<file path="config.mk">
export PLATFORM = sky130hd
export DESIGN_NAME = lis_ctrl
export DESIGN_NICKNAME = d
export VERILOG_FILES = /design/src/design/lis_pkg.sv /design/src/design/lis_ctrl.sv
export SDC_FILE = /design/constraint.sdc
export NUM_CORES = 1
export LEC_CHECK = 0
export ABC_AREA = 1
export BUFFER_PORTS_ARGS = -buffer_cell sky130_fd_sc_hd__buf_2
export CAP_MARGIN = 20
export CORE_AREA = 2 2 39 41
export CTS_CLUSTER_SIZE = 12
export DETAILED_ROUTE_END_ITERATION = 10
export DIE_AREA = 0 0 41 43
export SETUP_SLACK_MARGIN = 0.2
export SYNTH_ARGS = -nofsm -noshare
export SYNTH_HDL_FRONTEND = slang
export SYNTH_SLANG_ARGS = --single-unit
</file>
<file path="constraint.sdc">
create_clock -name i_clk -period 0.8 [get_ports i_clk]
set_input_delay 0.04 -clock i_clk [delete_from_list [all_inputs] [get_ports i_clk]]
set_output_delay 0.04 -clock i_clk [all_outputs]
set_load 0.02 [all_outputs]
</file>
<file path="src/design/lis_pkg.sv">
package lis_pkg;

    localparam int MAX_LEN = 1024;
    localparam int VALUE_W = 32;
    localparam int ADDR_W  = $clog2(MAX_LEN);
    localparam int LEN_W   = $clog2(MAX_LEN + 1);

    typedef struct packed {
        logic load;
        logic step;
        logic commit;
    } t_cmd;

    typedef struct packed {
        logic start_item;
        logic search_done;
        logic out_free;
    } t_sts;

endpackage

</file>
<file path="src/design/lis_ctrl.sv">
module lis_ctrl (
    input  logic          i_clk,
    input  logic          i_rst_n,
    input  logic          i_valid,
    output logic          o_ready,
    input  lis_pkg::t_sts i_sts,
    output lis_pkg::t_cmd o_cmd
);

    import lis_pkg::*;

    localparam logic [1:0] S_IDLE   = 2'd0;
    localparam logic [1:0] S_SEARCH = 2'd1;
    localparam logic [1:0] S_WRITE  = 2'd2;

    logic [1:0] r_state, n_state;

    always_comb begin
        n_state      = r_state;
        o_cmd        = '0;
        o_ready      = 1'b0;
        unique case (r_state)
            S_IDLE: begin
                o_ready = 1'b1;
                if (i_valid) begin
                    o_cmd.load = 1'b1;
                    n_state    = i_sts.start_item ? S_WRITE : S_SEARCH;
                end
            end
            S_SEARCH: begin
                o_cmd.step = 1'b1;
                if (i_sts.search_done) begin
                    n_state = S_WRITE;
                end
            end
            S_WRITE: begin
                if (i_sts.out_free) begin
                    o_cmd.commit = 1'b1;
                    n_state      = S_IDLE;
                end
            end
            default: begin
                n_state = S_IDLE;
            end
        endcase
    end

    always_ff @(posedge i_clk) begin
        if (!i_rst_n) begin
            r_state <= S_IDLE;
        end else begin
            r_state <= n_state;
        end
    end

endmodule

</file>
======== Yosys cells after proc, flatten, opt, wreduce, memory -nomap -nowiden ========
Cells that the tools add are included.
operators by class
  mux-type cells .......................... 11
  equal/unequal tests ..................... 5
  reductions and logical operators ........ 2
operators by type and width
  cell                                            count
  2-to-1 mux 2 bit                                4
  2-to-1 mux 1 bit                                6
  inequality test 2 bit (second input constant)   3
  case mux 2 bit (3 select lines)                 1
  AND reduction 3 bit                             1
  == test 2 x 1 -> 1 bit (second input constant)  1
  == test 2 bit (second input constant)           1
  logical NOT 2 bit                               1
storage, ports and cells
  register bits ........................... 2
  bits of input ports ..................... 6
  output and inout port bits .............. 4
  word-level logic and storage cells ...... 19

======== Logic depth before layout (Yosys ltp) ========
  depth after elaboration ................. 3
  mapped depth ............................ 5
  gate-level depth less buffers ........... 5

======== Worst setup path after synthesis ========
Ideal clock, no wire load.
  path type ............................... reg-to-reg
  start ................................... reg r_state[0]
  end ..................................... reg r_state[0]
  clock period less this slack ............ 0.954 ns
  data required time ...................... 0.738 ns
  stages on the path, launching flop included .. 6
  buffers on the path ..................... 0
  arrival time ............................ 0.892 ns
  slack ................................... -0.154 ns
  cell sequence ........................... dfxtp_1 > nor2_2 > nand2_2 > nand3_2 > nand2_2 > nor2_2
between the ends
  longest elaborated chain between the ends .. 3
  elaborated cells on any way between the ends .. 8
  classes of those cells .................. eq/ne (5); mux (1); reduce/logical (2)
ends and longest elaborated chain
  what                                                  RTL line        text
  start, declared                                       lis_ctrl.sv:16  logic [1:0] r_state, n_state;
  start signal, assigned                                lis_ctrl.sv:52  r_state <= n_state;
  == test 2 x 1 -> 1 bit, or another cell as far along  lis_ctrl.sv:22  unique case (r_state)
  inequality test 2 bit (no line)                       -
  AND reduction 3 bit (no line)                         -
Several ways; a longest one is shown, not always the timed one.
A chain may end at the register's enable or synchronous reset.

==> metrics.md <==
| Metric | Value |
|---|---|
| Fin nets | 43 |
| Hold depth | 3 |
| Core Rows | 14 |
| Synth Warn # | 0 |
| Vias in the first global route | between 150 and 200 |
| Reg2reg setup slack | -0.05 ns |
| Inserted Diodes | 0 |
| Clk sink count | 2 |
| CP endpoint kind | output port |
| PortBufs | 9 |
| Net Switching | ~0.00019 W |
| Req. time, crit path | 0.76 ns |
| PwrDens | between 2000 and 2500 mW/mm^2 |
| Critical Path AT | 0.91 ns |
| Max reg flops | 2 |
| Yosys top cell by area | dfxtp_1 |
| Detailed-route via count | about 180 |
| CP max stage delay | approximately 0.36 ns |
| Initial Util | between 10% and 20% |
| Post-DP Area | between 200 and 250 um^2 |
| Gate power share | a little over a third |
| Reg-to-Reg Start | r_state[0] |
| CP Cell Sequence | inv_4 -> and3_4 -> buf_6 |
| Synth Cell Area | ~140 um^2 |
| Pleak | between 0.1 and 0.15 nW |
| WL per Instance | roughly 7.8 um |
| # Max-Cap Violations | 0 |
| Layout cells sized above 1 | between 70% and 80% |
| CP Class | reg -> out |
| Top Registers | r_state (2) |
| IO Count | 10 |
| Hold Path Origin | i_rst_n |
| Clk_skew | about 0.00012 ns |
| Slew Limit Fails | 0 |
| Mean cell area of the mapped netlist | 6.484 um^2 |
| First-pass GRT wire length | around 600 um |
| Sequential fraction of design power | between 20 and 30% |
| Post-DRT Antenna Nets | 0 |
| Gr usage total | under 10% |
| Count of final setup violators | 6 |
| Vias per Instance | around 3.5 |
| Hold path endpoint | r_state[0] |
| Clock buffer depth | 2 |
| DR DRC count | 0 |
| Post-route cell area | 284.0 um^2 |
| Status | finished, violations left |
| CTS tree | done |
| RSZ-0062 raised after global routing | yes |
| 1st-pass router iterations | 2 |
| Final Wtd Congestion | between 0.5 and 0.6 |
| Largest fanout on the critical path | 5 |
| Detail Placement HPWL | between 200 and 300 um |
| Synth Register Bits | 2 |
| CTS Buf Count | 3 |
| Starting DRT DRC Count | 2 |
| Hold WC Path Type | in -> reg |
| Root Driver | clkbuf_4 |
| Netlist cell types | 12 |
| Cell family with most CP delay | flip-flops |
| Largest net degree at the start of global routing | 7 |
| Clock transition at path regs | 0.03 ns |
| Most flop-heavy register | r_state |
| Routed WL | approximately 400 um |
| Pwr Total | between 0.0005 and 0.0006 W |
| Worst vdd ir | ~0.00049 V |
| Internal | ~0.00038 W |
| Final period utilization | 118.6% |
| Register area share after synthesis | between 20% and 30% |
| Syn nets | 28 |
| Worst reg2reg path endpoint | r_state[1] |
| Storage element area | ~48 um^2 |
| Post-Syn Instances | 22 |
| Slew @ Worst Pin | around 0.15 ns |
| Final hold violations | 0 |
| Max-slew headroom | 90.06% |
| CORE AREA | 0.001384 mm^2 |
| Clock Latency Late Sink | 0.22 ns |
| Worst path slowest cell | dfxtp_4 |
| FILL cells | around 160 |
| Worst Reg-to-Reg Cells | 5 |
| Setup TNS | -0.5626 ns |
| GRT overflow | 0 |
| Die Area | between 0.0015 and 0.002 mm^2 |
| H-Tree Depth | 1 |
| Violated checks | negative setup slack |
| Post-synth top area share | between 20 and 30% |
| Buf/Inv on CP | 2 |
| Fmax | roughly 1100 MHz |
| Setup crit start kind | flop |
| Die height | 43 um |
| Final Worst Setup Slack | -0.1485 ns |
| Sw Ratio | 33.34% |
| Multi-input logic area | about 100 um^2 |
| Initial antenna violation count | 0 |
| Hold Worst Slack | 0.05231 ns |
| DIE WIDTH | 41 um |
| Area delta synth->final | 99.12% |
| Top cells by area, synth | dfxtp_1 (28%), inv_1 (13%), nand2_2 (8.8%) |
| Final Critical Period | around 0.95 ns |
| Clock power frac | 38.5% |
-- Yosys cell counts (all sizes together) --
master,n
inv,5
nand2,3
a21oi,1
and3,1
nand3b,1
nor2,5
nand3,2
nor3,2
dfxtp,2
-- worst max-delay path by stage --
stage                    start    endpoint  cells past startpoint
global placement    r_state[0]    o_cmd[0]                      3
global route        r_state[0]    o_cmd[0]                      3
CTS                 r_state[0]    o_cmd[0]                      3
finish              r_state[0]    o_cmd[0]                      3
floorplan           r_state[1]  r_state[0]                      5
detailed placement  r_state[0]  r_state[1]                      4
-- cell usage in the layout, fill, tap and decap left out, drive strengths merged --
master,netlist,final
buf,0,10
nor2,5,5
inv,5,5
clkbuf,0,3
nand2,3,3
dfxtp,2,2
nor3,2,2
nand3,2,2
and3,1,1
nand3b,1,1
a21oi,1,1
-- power by group through the flow --
stage               Clock, W  Sequential [W]  Combinational, W
finish              0.000221        0.000146          0.000208
global route        0.000249        0.000148          0.000228
CTS                 0.000238        0.000143          0.000203
detailed placement         0        0.000139          0.000164
global placement           0        0.000140          0.000162
floorplan                  0        0.000136          0.000118
-- routing by layer --
| layer | wire length, um | global-route usage, % |
|---|---|---|
| met4 | 0 | 6.000 |
| met1 | 151 | 4.823 |
| met2 | 199 | 7.813 |
| met5 | 0 | 0 |
| met3 | 46 | 4.712 |
-- per-stage QoR --
| step | std cells | utilization [%] | setup WS [ns] |
|---|---|---|---|
| 2_1_floorplan | 22 | - | -0.05161 |
| 3_3_place_gp | 47 | 15.82 | -0.06083 |
| 3_5_place_dp | 47 | 15.82 | -0.07577 |
| 4_1_cts | 51 | 19.98 | -0.1619 |
| 5_1_grt | 51 | 20.52 | -0.1847 |
| 6_report | 51 | 20.52 | -0.1485 |
-- worst register-to-register path, cell delays in order (launching register included) --
cell     delay, ns
dfxtp_4       0.38
inv_4         0.04
buf_4         0.13
a21oi_2       0.12
nor2_1        0.05
nor2_1        0.07
-- timing repair --
| item | CTS | global route |
|---|---|---|
| setup endpoints to repair | 6 | 6 |
| cloned | 0 | 0 |
| buffers inserted | 1 | 0 |
| resized for setup | 12 | 2 |
| hold buffers | 0 | 0 |
| pin swaps | 3 | 2 |
-- final cells by class --
cell class	count	area share (%)
tap	16	7.048
inverter	5	7.489
sequential	2	16.74
clock buffer	3	7.930
timing repair buffer	10	24.67
multi-input combinational	15	36.12
-- kinds of logic after synthesis --
group / share of synthesized area (%)
buffers and inverters: 13.16
and+or+nand+nor: 55.26
DFF: 28.07
AOI/OAI and AO/OA: 3.505
(Power assumes the default switching activity.)
